### src/rtl/mse_pkg.sv
// Shared constants, codes and controller/datapath interface types for the share engine.
`timescale 1ns / 1ps

package mse_pkg;

    localparam int MAX_ORDER_DEF = 7;
    localparam int WORD_BITS_DEF = 64;

    localparam int REQ_W      = 3;
    localparam int IDX_W      = 3;
    localparam int STS_W      = 2;
    localparam int ORDER_W    = 3;
    localparam int SEL_W      = 2;
    localparam int CFG_IDX_W  = 2;
    localparam int CFG_DATA_W = 3;
    localparam int DATA_W     = 64;

    localparam logic [REQ_W-1:0] REQ_LOAD    = 3'd0;
    localparam logic [REQ_W-1:0] REQ_REFRESH = 3'd1;
    localparam logic [REQ_W-1:0] REQ_UNMASK  = 3'd2;
    localparam logic [REQ_W-1:0] REQ_READ    = 3'd3;
    localparam logic [REQ_W-1:0] REQ_WRITE   = 3'd4;

    localparam logic [STS_W-1:0] STS_OK        = 2'd0;
    localparam logic [STS_W-1:0] STS_BAD_INDEX = 2'd1;
    localparam logic [STS_W-1:0] STS_BAD_REQ   = 2'd2;

    localparam logic [CFG_IDX_W-1:0] CFG_DOMAIN = 2'd0;
    localparam logic [CFG_IDX_W-1:0] CFG_WSIZE  = 2'd1;
    localparam logic [CFG_IDX_W-1:0] CFG_ORDER  = 2'd2;

    localparam logic [SEL_W-1:0] WSIZE_8  = 2'd0;
    localparam logic [SEL_W-1:0] WSIZE_16 = 2'd1;
    localparam logic [SEL_W-1:0] WSIZE_32 = 2'd2;
    localparam logic [SEL_W-1:0] WSIZE_64 = 2'd3;

    // What to do with share data when it returns from the store in the next cycle
    typedef enum logic [2:0] {
        OP_NONE     = 3'd0,
        OP_ACCUM    = 3'd1,
        OP_REF_BASE = 3'd2,
        OP_REF_IDX  = 3'd3,
        OP_CAPTURE  = 3'd4
    } t_rd_op;

    typedef struct packed {
        logic              capture;
        logic              acc_clr;
        logic              wr_load;
        logic              wr_share;
        logic [IDX_W-1:0]  rd_idx;
        t_rd_op            rd_op;
        logic              out_load;
        logic [STS_W-1:0]  out_status;
    } t_ctl_cmd;

    typedef struct packed {
        logic [REQ_W-1:0]   req;
        logic               ref_idx_bad;
        logic               acc_idx_bad;
        logic [IDX_W-1:0]   idx;
        logic [ORDER_W-1:0] order;
        logic               out_free;
    } t_dp_sts;

endpackage

### src/rtl/masked_share_engine.sv
// Top level of the masked share engine: controller plus datapath.
// Load, write share and errored requests decode then finish; read share adds a drain, refresh
// a second access and a drain, unmask walks shares 1..order (clamped to 1..7), one share
// a cycle, then a drain. One request in flight; the next is taken the cycle after its result
// is loaded. A waiting result does not block taking a new request.
// Reset (synchronous, active low) zeroes all shares and sets Boolean, 64-bit words, order 1.
`timescale 1ns / 1ps

module masked_share_engine
    import mse_pkg::*;
#(
    parameter int MAX_ORDER = MAX_ORDER_DEF,
    parameter int WORD_BITS = WORD_BITS_DEF
) (
    input  logic                  i_clk,
    input  logic                  i_rst_n,
    input  logic                  i_cfg_we,
    input  logic [CFG_IDX_W-1:0]  i_cfg_index,
    input  logic [CFG_DATA_W-1:0] i_cfg_data,
    input  logic                  i_in_valid,
    output logic                  o_in_stall,
    input  logic [REQ_W-1:0]      i_req_type,
    input  logic [DATA_W-1:0]     i_data_word,
    input  logic [DATA_W-1:0]     i_random_word,
    input  logic [IDX_W-1:0]      i_share_index,
    output logic                  o_out_valid,
    input  logic                  i_out_stall,
    output logic [DATA_W-1:0]     o_result_word,
    output logic [STS_W-1:0]      o_status
);

    t_ctl_cmd cmd;
    t_dp_sts  sts;

    mse_ctrl u_ctrl (
        .i_clk      (i_clk),
        .i_rst_n    (i_rst_n),
        .i_in_valid (i_in_valid),
        .o_in_stall (o_in_stall),
        .i_sts      (sts),
        .o_cmd      (cmd)
    );

    mse_datapath #(
        .MAX_ORDER (MAX_ORDER),
        .WORD_BITS (WORD_BITS)
    ) u_datapath (
        .i_clk         (i_clk),
        .i_rst_n       (i_rst_n),
        .i_cfg_we      (i_cfg_we),
        .i_cfg_index   (i_cfg_index),
        .i_cfg_data    (i_cfg_data),
        .i_req_type    (i_req_type),
        .i_data_word   (i_data_word),
        .i_random_word (i_random_word),
        .i_share_index (i_share_index),
        .i_out_stall   (i_out_stall),
        .i_cmd         (cmd),
        .o_sts         (sts),
        .o_out_valid   (o_out_valid),
        .o_result_word (o_result_word),
        .o_status      (o_status)
    );

endmodule

### src/rtl/mse_datapath.sv
// Share engine datapath: config registers, request capture, share store, accumulator, result register.
`timescale 1ns / 1ps

module mse_datapath
    import mse_pkg::*;
#(
    parameter int MAX_ORDER = MAX_ORDER_DEF,
    parameter int WORD_BITS = WORD_BITS_DEF
) (
    input  logic                  i_clk,
    input  logic                  i_rst_n,
    input  logic                  i_cfg_we,
    input  logic [CFG_IDX_W-1:0]  i_cfg_index,
    input  logic [CFG_DATA_W-1:0] i_cfg_data,
    input  logic [REQ_W-1:0]      i_req_type,
    input  logic [DATA_W-1:0]     i_data_word,
    input  logic [DATA_W-1:0]     i_random_word,
    input  logic [IDX_W-1:0]      i_share_index,
    input  logic                  i_out_stall,
    input  t_ctl_cmd              i_cmd,
    output t_dp_sts               o_sts,
    output logic                  o_out_valid,
    output logic [DATA_W-1:0]     o_result_word,
    output logic [STS_W-1:0]      o_status
);

    localparam int ORDER_MAXV = (1 << ORDER_W) - 1;
    localparam int ORDER_CAP  = (MAX_ORDER < ORDER_MAXV) ? MAX_ORDER : ORDER_MAXV;
    localparam int DEPTH      = ORDER_CAP + 1;
    localparam int AW         = $clog2(DEPTH);
    localparam int SH8        = (WORD_BITS > 8)  ? WORD_BITS - 8  : 0;
    localparam int SH16       = (WORD_BITS > 16) ? WORD_BITS - 16 : 0;
    localparam int SH32       = (WORD_BITS > 32) ? WORD_BITS - 32 : 0;
    localparam int SH64       = (WORD_BITS > 64) ? WORD_BITS - 64 : 0;
    localparam logic [WORD_BITS-1:0] ONES = {WORD_BITS{1'b1}};

    logic                 r_domain;
    logic [SEL_W-1:0]     r_wsize;
    logic [ORDER_W-1:0]   r_order;

    logic [REQ_W-1:0]     r_req;
    logic [WORD_BITS-1:0] r_data;
    logic [WORD_BITS-1:0] r_rnd;
    logic [IDX_W-1:0]     r_idx;

    logic [WORD_BITS-1:0] r_mem [DEPTH];
    logic [DEPTH-1:0]     r_vld;
    logic [WORD_BITS-1:0] r_rd_data;
    logic                 r_rd_vld;
    t_rd_op               r_op;
    logic [AW-1:0]        r_wb_addr;
    logic [WORD_BITS-1:0] r_acc;

    logic                 r_out_valid;
    logic [WORD_BITS-1:0] r_out_result;
    logic [STS_W-1:0]     r_out_status;

    logic [WORD_BITS-1:0] mask;
    logic [ORDER_W-1:0]   order_eff;
    logic [WORD_BITS-1:0] rdv;
    logic [AW-1:0]        rd_addr;
    logic                 wr_en;
    logic [AW-1:0]        wr_addr;
    logic [WORD_BITS-1:0] wr_data;

    always_comb begin
        case (r_wsize)
            WSIZE_8:  mask = ONES >> SH8;
            WSIZE_16: mask = ONES >> SH16;
            WSIZE_32: mask = ONES >> SH32;
            WSIZE_64: mask = ONES >> SH64;
            default:  mask = ONES;
        endcase
    end

    // Order zero acts as one; clamp to what the store holds
    always_comb begin
        if (r_order == '0) begin
            order_eff = ORDER_W'(1);
        end else if (r_order > ORDER_W'(ORDER_CAP)) begin
            order_eff = ORDER_W'(ORDER_CAP);
        end else begin
            order_eff = r_order;
        end
    end

    assign rdv     = (r_rd_vld ? r_rd_data : '0) & mask;
    assign rd_addr = AW'(i_cmd.rd_idx);

    // Write-back of a refresh half, or a direct write for load / write share
    always_comb begin
        wr_en   = 1'b0;
        wr_addr = '0;
        wr_data = r_data;
        case (r_op)
            OP_REF_BASE: begin
                wr_en   = 1'b1;
                wr_addr = '0;
                wr_data = (r_domain ? (rdv - r_rnd) : (rdv ^ r_rnd)) & mask;
            end
            OP_REF_IDX: begin
                wr_en   = 1'b1;
                wr_addr = r_wb_addr;
                wr_data = (r_domain ? (rdv + r_rnd) : (rdv ^ r_rnd)) & mask;
            end
            default: begin
                wr_en = 1'b0;
            end
        endcase
        if (i_cmd.wr_load) begin
            wr_en   = 1'b1;
            wr_addr = '0;
            wr_data = r_data;
        end else if (i_cmd.wr_share) begin
            wr_en   = 1'b1;
            wr_addr = AW'(r_idx);
            wr_data = r_data;
        end
    end

    always_ff @(posedge i_clk) begin
        if (!i_rst_n) begin
            r_domain <= 1'b0;
            r_wsize  <= WSIZE_64;
            r_order  <= ORDER_W'(1);
        end else if (i_cfg_we) begin
            case (i_cfg_index)
                CFG_DOMAIN: r_domain <= i_cfg_data[0];
                CFG_WSIZE:  r_wsize  <= i_cfg_data[SEL_W-1:0];
                CFG_ORDER:  r_order  <= i_cfg_data[ORDER_W-1:0];
                default:    ;
            endcase
        end
    end

    always_ff @(posedge i_clk) begin
        if (i_cmd.capture) begin
            r_req  <= i_req_type;
            r_data <= i_data_word[WORD_BITS-1:0] & mask;
            r_rnd  <= i_random_word[WORD_BITS-1:0] & mask;
            r_idx  <= i_share_index;
        end
    end

    always_ff @(posedge i_clk) begin
        if (wr_en) begin
            r_mem[wr_addr] <= wr_data;
        end
        if (i_cmd.rd_op != OP_NONE) begin
            r_rd_data <= r_mem[rd_addr];
            r_rd_vld  <= r_vld[rd_addr];
            r_wb_addr <= rd_addr;
        end
    end

    // Load drops every share but share zero
    always_ff @(posedge i_clk) begin
        if (!i_rst_n) begin
            r_vld <= '0;
            r_op  <= OP_NONE;
        end else begin
            if (i_cmd.wr_load) begin
                r_vld <= DEPTH'(1);
            end else if (wr_en) begin
                r_vld[wr_addr] <= 1'b1;
            end
            r_op <= i_cmd.rd_op;
        end
    end

    always_ff @(posedge i_clk) begin
        if (i_cmd.acc_clr) begin
            r_acc <= '0;
        end else if (r_op == OP_ACCUM) begin
            r_acc <= (r_domain ? (r_acc + rdv) : (r_acc ^ rdv)) & mask;
        end else if (r_op == OP_CAPTURE) begin
            r_acc <= rdv;
        end
    end

    always_ff @(posedge i_clk) begin
        if (!i_rst_n) begin
            r_out_valid <= 1'b0;
        end else if (i_cmd.out_load) begin
            r_out_valid <= 1'b1;
        end else if (!i_out_stall) begin
            r_out_valid <= 1'b0;
        end
    end

    always_ff @(posedge i_clk) begin
        if (i_cmd.out_load) begin
            r_out_result <= r_acc;
            r_out_status <= i_cmd.out_status;
        end
    end

    assign o_sts.req         = r_req;
    assign o_sts.ref_idx_bad = (r_idx == '0) || (r_idx > order_eff);
    assign o_sts.acc_idx_bad = (r_idx > order_eff);
    assign o_sts.idx         = r_idx;
    assign o_sts.order       = order_eff;
    assign o_sts.out_free    = !r_out_valid || !i_out_stall;

    assign o_out_valid   = r_out_valid;
    assign o_result_word = DATA_W'(r_out_result);
    assign o_status      = r_out_status;

endmodule

### src/rtl/mse_ctrl.sv
// Share engine controller: sequences one request at a time over the share store.
`timescale 1ns / 1ps

module mse_ctrl
    import mse_pkg::*;
(
    input  logic     i_clk,
    input  logic     i_rst_n,
    input  logic     i_in_valid,
    output logic     o_in_stall,
    input  t_dp_sts  i_sts,
    output t_ctl_cmd o_cmd
);

    typedef enum logic [5:0] {
        S_IDLE   = 6'b000001,
        S_DECODE = 6'b000010,
        S_WALK   = 6'b000100,
        S_REF1   = 6'b001000,
        S_DRAIN  = 6'b010000,
        S_DONE   = 6'b100000
    } t_state;

    t_state             r_state;
    t_state             n_state;
    logic [IDX_W-1:0]   r_cnt;
    logic [IDX_W-1:0]   n_cnt;
    logic [STS_W-1:0]   r_status;
    logic [STS_W-1:0]   n_status;

    always_comb begin
        n_state          = r_state;
        n_cnt            = r_cnt;
        n_status         = r_status;
        o_cmd            = '0;
        o_cmd.rd_op      = OP_NONE;
        o_cmd.out_status = r_status;
        case (r_state)
            S_IDLE: begin
                if (i_in_valid) begin
                    o_cmd.capture = 1'b1;
                    n_state       = S_DECODE;
                end
            end
            S_DECODE: begin
                o_cmd.acc_clr = 1'b1;
                n_status      = STS_OK;
                n_state       = S_DONE;
                case (i_sts.req)
                    REQ_LOAD: begin
                        o_cmd.wr_load = 1'b1;
                    end
                    REQ_REFRESH: begin
                        if (i_sts.ref_idx_bad) begin
                            n_status = STS_BAD_INDEX;
                        end else begin
                            o_cmd.rd_idx = '0;
                            o_cmd.rd_op  = OP_REF_BASE;
                            n_state      = S_REF1;
                        end
                    end
                    REQ_UNMASK: begin
                        o_cmd.rd_idx = '0;
                        o_cmd.rd_op  = OP_ACCUM;
                        n_cnt        = IDX_W'(1);
                        n_state      = S_WALK;
                    end
                    REQ_READ: begin
                        if (i_sts.acc_idx_bad) begin
                            n_status = STS_BAD_INDEX;
                        end else begin
                            o_cmd.rd_idx = i_sts.idx;
                            o_cmd.rd_op  = OP_CAPTURE;
                            n_state      = S_DRAIN;
                        end
                    end
                    REQ_WRITE: begin
                        if (i_sts.acc_idx_bad) begin
                            n_status = STS_BAD_INDEX;
                        end else begin
                            o_cmd.wr_share = 1'b1;
                        end
                    end
                    default: begin
                        n_status = STS_BAD_REQ;
                    end
                endcase
            end
            S_WALK: begin
                // One share per cycle; the last one lands during drain
                o_cmd.rd_idx = r_cnt;
                o_cmd.rd_op  = OP_ACCUM;
                if (r_cnt >= i_sts.order) begin
                    n_state = S_DRAIN;
                end else begin
                    n_cnt = r_cnt + IDX_W'(1);
                end
            end
            S_REF1: begin
                o_cmd.rd_idx = i_sts.idx;
                o_cmd.rd_op  = OP_REF_IDX;
                n_state      = S_DRAIN;
            end
            S_DRAIN: begin
                n_state = S_DONE;
            end
            S_DONE: begin
                // Hold until the result register can take the answer
                if (i_sts.out_free) begin
                    o_cmd.out_load = 1'b1;
                    n_state        = S_IDLE;
                end
            end
            default: begin
                n_state = S_IDLE;
            end
        endcase
    end

    always_ff @(posedge i_clk) begin
        if (!i_rst_n) begin
            r_state  <= S_IDLE;
            r_cnt    <= '0;
            r_status <= STS_OK;
        end else begin
            r_state  <= n_state;
            r_cnt    <= n_cnt;
            r_status <= n_status;
        end
    end

    assign o_in_stall = (r_state != S_IDLE);

    a_capture_decode: assert property (@(posedge i_clk) disable iff (!i_rst_n)
        o_cmd.capture |=> r_state == S_DECODE)
        else $error("accepted request did not enter decode");

    a_walk_bound: assert property (@(posedge i_clk) disable iff (!i_rst_n)
        r_state == S_WALK |-> r_cnt <= i_sts.order)
        else $error("unmask walk ran past the share count");

    a_done_hold: assert property (@(posedge i_clk) disable iff (!i_rst_n)
        (r_state == S_DONE && !i_sts.out_free) |=> r_state == S_DONE)
        else $error("result dropped while output register busy");

    a_load_idle: assert property (@(posedge i_clk) disable iff (!i_rst_n)
        o_cmd.out_load |=> (r_state == S_IDLE && !o_in_stall))
        else $error("controller not idle after delivering a result");

endmodule
### config.mk
export PLATFORM = sky130hd
export DESIGN_NAME = masked_share_engine
export DESIGN_NICKNAME = d
export VERILOG_FILES = /design/src/rtl/mse_pkg.sv /design/src/rtl/masked_share_engine.sv /design/src/rtl/mse_datapath.sv /design/src/rtl/mse_ctrl.sv
export SDC_FILE = /design/constraint.sdc
export NUM_CORES = 2
export LEC_CHECK = 0
export ABC_AREA = 1
export ABC_CLOCK_PERIOD_IN_PS = 16600
export BUFFER_PORTS_ARGS = -buffer_cell sky130_fd_sc_hd__buf_2
export CAP_MARGIN = 15
export CORE_ASPECT_RATIO = 1.1
export CORE_MARGIN = 8
export CORE_UTILIZATION = 55
export DETAILED_ROUTE_END_ITERATION = 10
export PLACE_DENSITY_LB_ADDON = 0.12
export SETUP_SLACK_MARGIN = 0.2
export SLEW_MARGIN = 20
export SYNTH_ARGS = -nofsm -noshare
export SYNTH_HDL_FRONTEND = slang
export SYNTH_SLANG_ARGS = --single-unit
export TNS_END_PERCENT = 30
### constraint.sdc
create_clock -name i_clk -period 16.6 [get_ports i_clk]
set_clock_uncertainty 0.2 [all_clocks]
set_input_delay 1.66 -clock i_clk [delete_from_list [all_inputs] [get_ports i_clk]]
set_output_delay 1.66 -clock i_clk [all_outputs]
set_load 0.1 [all_outputs]
[Yosys cells after proc, flatten, opt, wreduce, memory -nomap -nowiden]
Memory sizes are Yosys's and may differ from the RTL's. A register that Yosys moved wholly into a read port is not among the register bits.
Cells that the tools add are included.
Word-level totals
  word-level logic and storage cells: 142
  memories kept: 1
  register bits: 297
  input bits: 144
  output and inout bits: 68
  memory bits (writable): 512
Memory list
  u_datapath.r_mem: depth 8, bits a word 64, read ports 1, clocked after Yosys merged registers in 1, wr ports 1, line mse_datapath.sv:46  | logic [WORD_BITS-1:0] r_mem [DEPTH];
Cells by class
  bitwise gates (word level): 10
  eq/ne operators: 26
  reductions and logical operators: 23
  $lt $le $gt $ge: 6
  add/subtract/negate cells: 4
  mux-type cells: 53
Operators by type and width (number)
  $mux 64: 8
  $and 64x64->64: 6
  $pmux 64 s4: 1
  $add 64x64->64: 2
  $pmux 64 s2: 1
  $xor 64x64->64: 2
  $sub 64x64->64: 1
  $pmux 6 s3: 3
  $mux 6: 6
  $pmux 6 s6: 1
  $mux 3: 8
  $mux 1: 20
  $eq 3x2->1 const B: 4
  $logic_not 3->1: 3
  $lt 3x4->1 const B: 2
  $ne 2x2->1 const B: 4
  $or 8x8->8: 1
  $reduce_or 2->1: 4
  $eq 2x2->1 const B: 3
  $eq 3x1->1 const B: 2
  $eq 3x3->1 const B: 2
  $eq 6x1->1 const B: 1
  $eq 6x2->1 const B: 1
  $eq 6x3->1 const B: 1
  other kinds (25): 35

[Longest topological paths before layout]
  depth after elaboration: 16
  gate-level depth with buffers: 23
  gate-level depth less buffers: 21

[Modules after synthesis]
A second synthesis with hierarchy kept.
Second synthesis, totals
  cells, all modules: 5984
  area total of the unflattened synthesis: 49711.4 um^2
By module, submodules not included
  mse_datapath: cells an instance 5848, sequential area each 25064.0 um^2, instances 1, area an instance 48870.6 um^2
  mse_ctrl: cells an instance 136, sequential area each 220.2 um^2, instances 1, area an instance 840.8 um^2

[Worst setup path before layout]
OpenSTA, ideal clock, no wires.
  path type: input-to-reg
  from: input i_in_valid
  to: register u_datapath.r_data[0] (enable)
  slack: 8.537 ns
  path buffers: 0
  library setup time: 0.628 ns
  arrival: 7.235 ns
  required time: 15.772 ns
  stages: 2
  cell sequence: inv_1 -> nor2_1
RTL lines
  from (decl): line masked_share_engine.sv:20  | input logic i_in_valid,
  to (signal assigned): line mse_datapath.sv:139  | r_data <= i_data_word[WORD_BITS-1:0] & mask;
  to (decl): line mse_datapath.sv:42  | logic [WORD_BITS-1:0] r_data;

[Final worst setup path]
  from: register u_datapath.r_wsize[1]
  to: memory u_datapath.r_mem[5][30] in the netlist's numbering, data pin
On the way
  cells in the longest elaborated chain, start to end: 9
  elaborated cells on any way between the ends: 16
  classes of those cells: add/sub (2); eq/ne (3); mux (6); bitwise (4); reduce/logical (1)
RTL lines
  from (decl): line mse_datapath.sv:38  | logic [SEL_W-1:0] r_wsize;
  from (signal assigned): line mse_datapath.sv:129  | CFG_WSIZE: r_wsize <= i_cfg_data[SEL_W-1:0];
  $eq 2x2->1, or another cell as far along: line mse_datapath.sv:67  | case (r_wsize)
  $pmux 64 s4 (*): line mse_datapath.sv:67
  $and 64x64->64: line mse_datapath.sv:87  | assign rdv = (r_rd_vld ? r_rd_data : '0) & mask;
  $add 64x64->64, or another cell as far along: line mse_datapath.sv:104  | wr_data = (r_domain ? (rdv + r_rnd) : (rdv ^ r_rnd)) & mask;
  $mux 64 (on tied branches): line mse_datapath.sv:104, mse_datapath.sv:99
  $and 64x64->64 (on tied branches): line mse_datapath.sv:104, mse_datapath.sv:99
  $pmux 64 s2 (*): line mse_datapath.sv:95  | case (r_op)
  $mux 64 (*): line mse_datapath.sv:114  | end else if (i_cmd.wr_share) begin
  $mux 64 (*): line mse_datapath.sv:110  | if (i_cmd.wr_load) begin
  named net u_datapath.wr_data[30]: line mse_datapath.sv:64  | logic [WORD_BITS-1:0] wr_data;
  to (decl): line mse_datapath.sv:46
Mark *: on every way through the listed nets, which the timed path passes. The rest lies on a longest branch. The select of a mux whose other input is x is not followed.

==> impl_results.md <==
- Synth cell count leaders: nand2_1, nor2_1, edfxtp_1, inv_1, o21ai_0
- Total number of placement rows: 115
- Wirelength, routed: approximately 180 mm
- F_max: 182 MHz
- H-tree lvl count: 3
- Power per standard cell area: about 110 nW/µm²
- Sum of net half-perimeters after detailed placement: 129 mm
- Setup Crit Path Kind: flip-flop to flip-flop
- Global-route wire length before repair: 254 mm
- Combined area of all synthesized cells: 49800 µm²
- Clock tree sinks: 873
- Fraction of post-synthesis cell area in the top cell type by area: 47.0%
- Cell type contributing the most total cell area after synthesis: edfxtp_1
- DR pass1 iterations: 6
- Critical path launch point type: flip-flop
- Number of buffers on the longest clock path: 3
- Horiz. Die Dim: approximately 300 µm
- Number of global-route vias before repair: 41400
- Switching power summed over all nets: 1.94 mW
- Ys Warns: 0
- Number of endpoints with negative hold slack in the final report: 0
- Outcome: finished, final reports clean
- Max-capacitance violation count: 0
- Synthesis-stage register bit count: a little under 900
- Clock tree root buffer cell: clkbuf_16
- Gate Count Post-Synth: 6049
- Path category of the worst min-delay check: flip-flop to flip-flop
- Port-buffer cells: between 200 and 250
- Measured slew at the worst slew-check pin: 1.23 ns
- Endpoint type of the worst setup path: flip-flop
- Clock network power share: 32.3%
- Setup repair after global routing missed its margin: false
- Post-synthesis net count: 6409
- P_int: 4.02 mW
- Number of buffers created by CTS: 89
- Average routed wire per standard cell: 23.6 µm
- Largest net degree at the start of global routing: 200
- Headroom to the max-slew limit: 17.0%
- Layout Area Growth over Synthesis: 9.70%
- Setup tns final: 0 ns
- Sequential area share after synthesis: 50.8%
- DRC violations left: 0
- CTS tree: built
- Ranking of synthesized cells by area: edfxtp_1, nand2_1, nor2_1
- Setup violators final: 0
- Required time of the worst setup path: about 17 ns
- Number of antenna-violating nets in the routed design: 0
- Number of enable-type register cells in the synthesized netlist: 780
- Final weighted congestion in routability-driven placement: 1.03
- Global-route total usage across every layer: roughly 34%
- Share of cells above drive strength 1: 7.05%
- Share of power burned in combinational logic: 21.9%
- Number of design-rule violations left by the first detailed-router iteration: between 5000 and 6000
- Biggest fanout along the worst timing path: 45
- Number of buffers inserted by post-CTS setup repair: 0
- Number of primary I/O pins: ~210
- Overall power consumption: 5.96 mW
- Die Ht: 332 µm
- CTS-repair resized insts: 0
- Tcrit/Tclk final: about a third
- Leakage power total: 23.0 nW
- Layout Nets: 6537
- Total die area: 100000 µm²
- Total number of vias: 43500
- Critical path arrival: 5.57 ns
- Minimum clock period: 5.49 ns
- Async set-or-reset flop fraction in the synthesized netlist: 0%
- Cell variety after synth: 52
- Relative contribution of sequential cells to total power: between 40% and 50%
- Most used flip-flop cell after synthesis: edfxtp_1
- Area of the core region: 89600 µm²
- Syn Area/Cell: approximately 8.2 µm²
- Number of max-slew violations in the final report: 0
- Most instantiated library cell after synthesis: nand2_1
- Maximum vdd ir drop: 101 µV
- Number of vias per cell: 5.86
- Sum of overflow across all layers after global routing: 0
- Hold-fix buffers at CTS: 0
- Fin Hold WS: ~0.24 ns
- Antenna violations before repair: 1
- Latest clock arrival within the worst-skew pair: roughly 0.68 ns
- Sw frac: 32.5%
- Starting Density: 55.6%
- Clock-pin slew on the worst setup and hold paths: ~0.06 ns
==> final timing paths <==
path	start	to	slack, ns	cells after the start
setup / recovery	u_datapath.r_wsize[1]	u_datapath.r_mem[5][30]	11.11	17
hold / removal	u_ctrl.r_status[0]	u_datapath.o_status[0]	0.24	0
setup reg to reg	u_datapath.r_wsize[1]	u_datapath.r_mem[5][30]	11.11	17
hold reg to reg	u_ctrl.r_status[0]	u_datapath.o_status[0]	0.24	0
==> routing by layer <==
layer	vias to the layer above	global-route usage (%)	part of all wire, %
li1	20400	-	-
met1	20500	46.5	41
met2	2233	52.6	44
met3	406	5.88	10
met4	0	14.4	4.7
met5	-	0	0
==> flip-flops by register name, summed over array words and instances (netlist names) <==
signal and flops:
u_datapath.r_rd_vld 1, u_ctrl.r_state 6, u_datapath.r_op 3, u_datapath.r_acc 64
u_ctrl.r_status 2, u_datapath.r_mem 512, u_datapath.r_rnd 64, u_datapath.o_result_word 64
u_datapath.o_out_valid 1, u_datapath.r_data 64, u_datapath.r_idx 3, u_datapath.o_status 2
u_datapath.r_vld 8, u_datapath.r_order 3, u_datapath.r_domain 1, u_datapath.r_rd_data 64
u_datapath.r_wsize 2, u_ctrl.r_cnt 3, u_datapath.r_wb_addr 3, u_datapath.r_req 3
==> worst max-delay path, stage by stage (launching register included) <==
cell and delay [ns]:
dfxtp_2 0.53, buf_4 0.37, nand2_2 0.12, buf_4 0.30, nor2_1 0.53, ha_1 0.37, nor2_1 0.24, inv_1 0.09
nor2_1 0.22, inv_1 0.07, nor2_1 0.23, and3_1 0.20, nand2_1 0.15, nand2_1 0.26, nand2_1 0.11, nand3_1 0.09
nand2_1 0.05, o21ai_0 0.94
==> final cells by class <==
| type | instances | area (µm²) |
|---|---|---|
| diodes | 1 | 2.50 |
| clock buffers | 113 | 2350 |
| clock inverters | 52 | 435 |
| fillers | 7970 | 35000 |
| inverters | 753 | 2840 |
| multi-input cells | 4204 | 20800 |
| flip-flops and latches | 873 | 25300 |
| well taps | 1170 | 1460 |
| repair buffers | 256 | 1410 |
==> power by group through the flow <==
| stage | Combinational, mW | Clock, mW | Sequential, mW |
|---|---|---|---|
| 2_1_floorplan | 0.853 | 0 | 2.72 |
| 3_3_place_gp | 1.26 | 0 | 2.77 |
| 3_5_place_dp | 1.26 | 0 | 2.77 |
| 4_1_cts | 1.27 | 1.94 | 2.72 |
| 5_1_grt | 1.43 | 2.03 | 2.73 |
| 6_report | 1.31 | 1.92 | 2.73 |
==> logic make-up after synthesis <==
| family | Yosys count | share of synthesized area [%] |
|---|---|---|
| compound gates | 1174 | 12.8 |
| xor+xnor | 51 | 0.897 |
| fa+ha+maj | 216 | 5.47 |
| buf+inv | 972 | 7.56 |
| flops | 873 | 50.8 |
| mux | 1 | 0.0201 |
| simple gates | 2762 | 22.5 |
==> cell usage in the layout (no fill, tap or decap), types with 30 or more instances in the layout <==
cell type / instances
a21oi_1: 343
buf_2: 211
buf_4: 44
clkbuf_16: 90
clkinv_2: 30
dfxtp_1: 91
edfxtp_1: 780
ha_1: 213
inv_1: 735
nand2_1: 1393
nand3_1: 281
nor2_1: 877
nor3_1: 51
o21ai_0: 464
o21ai_1: 141
o21bai_1: 39
o22ai_1: 71
or2_0: 57
xor2_1: 36
==> stage by stage <==
| stage | utilization [%] | setup slack (ns) | area [µm²] | cells |
|---|---|---|---|---|
| finish | 60.9 | 11.11 | 54600 | 7422 |
| global placement | 57.8 | 11.25 | 51800 | 7256 |
| detailed placement | 57.8 | 11.21 | 51800 | 7256 |
| floorplan | - | 8.54 | 49800 | 6049 |
| global route | 60.9 | 10.97 | 54600 | 7421 |
| CTS | 60.9 | 11.20 | 54600 | 7421 |
Note: power is estimated with default switching activity, not from simulation.
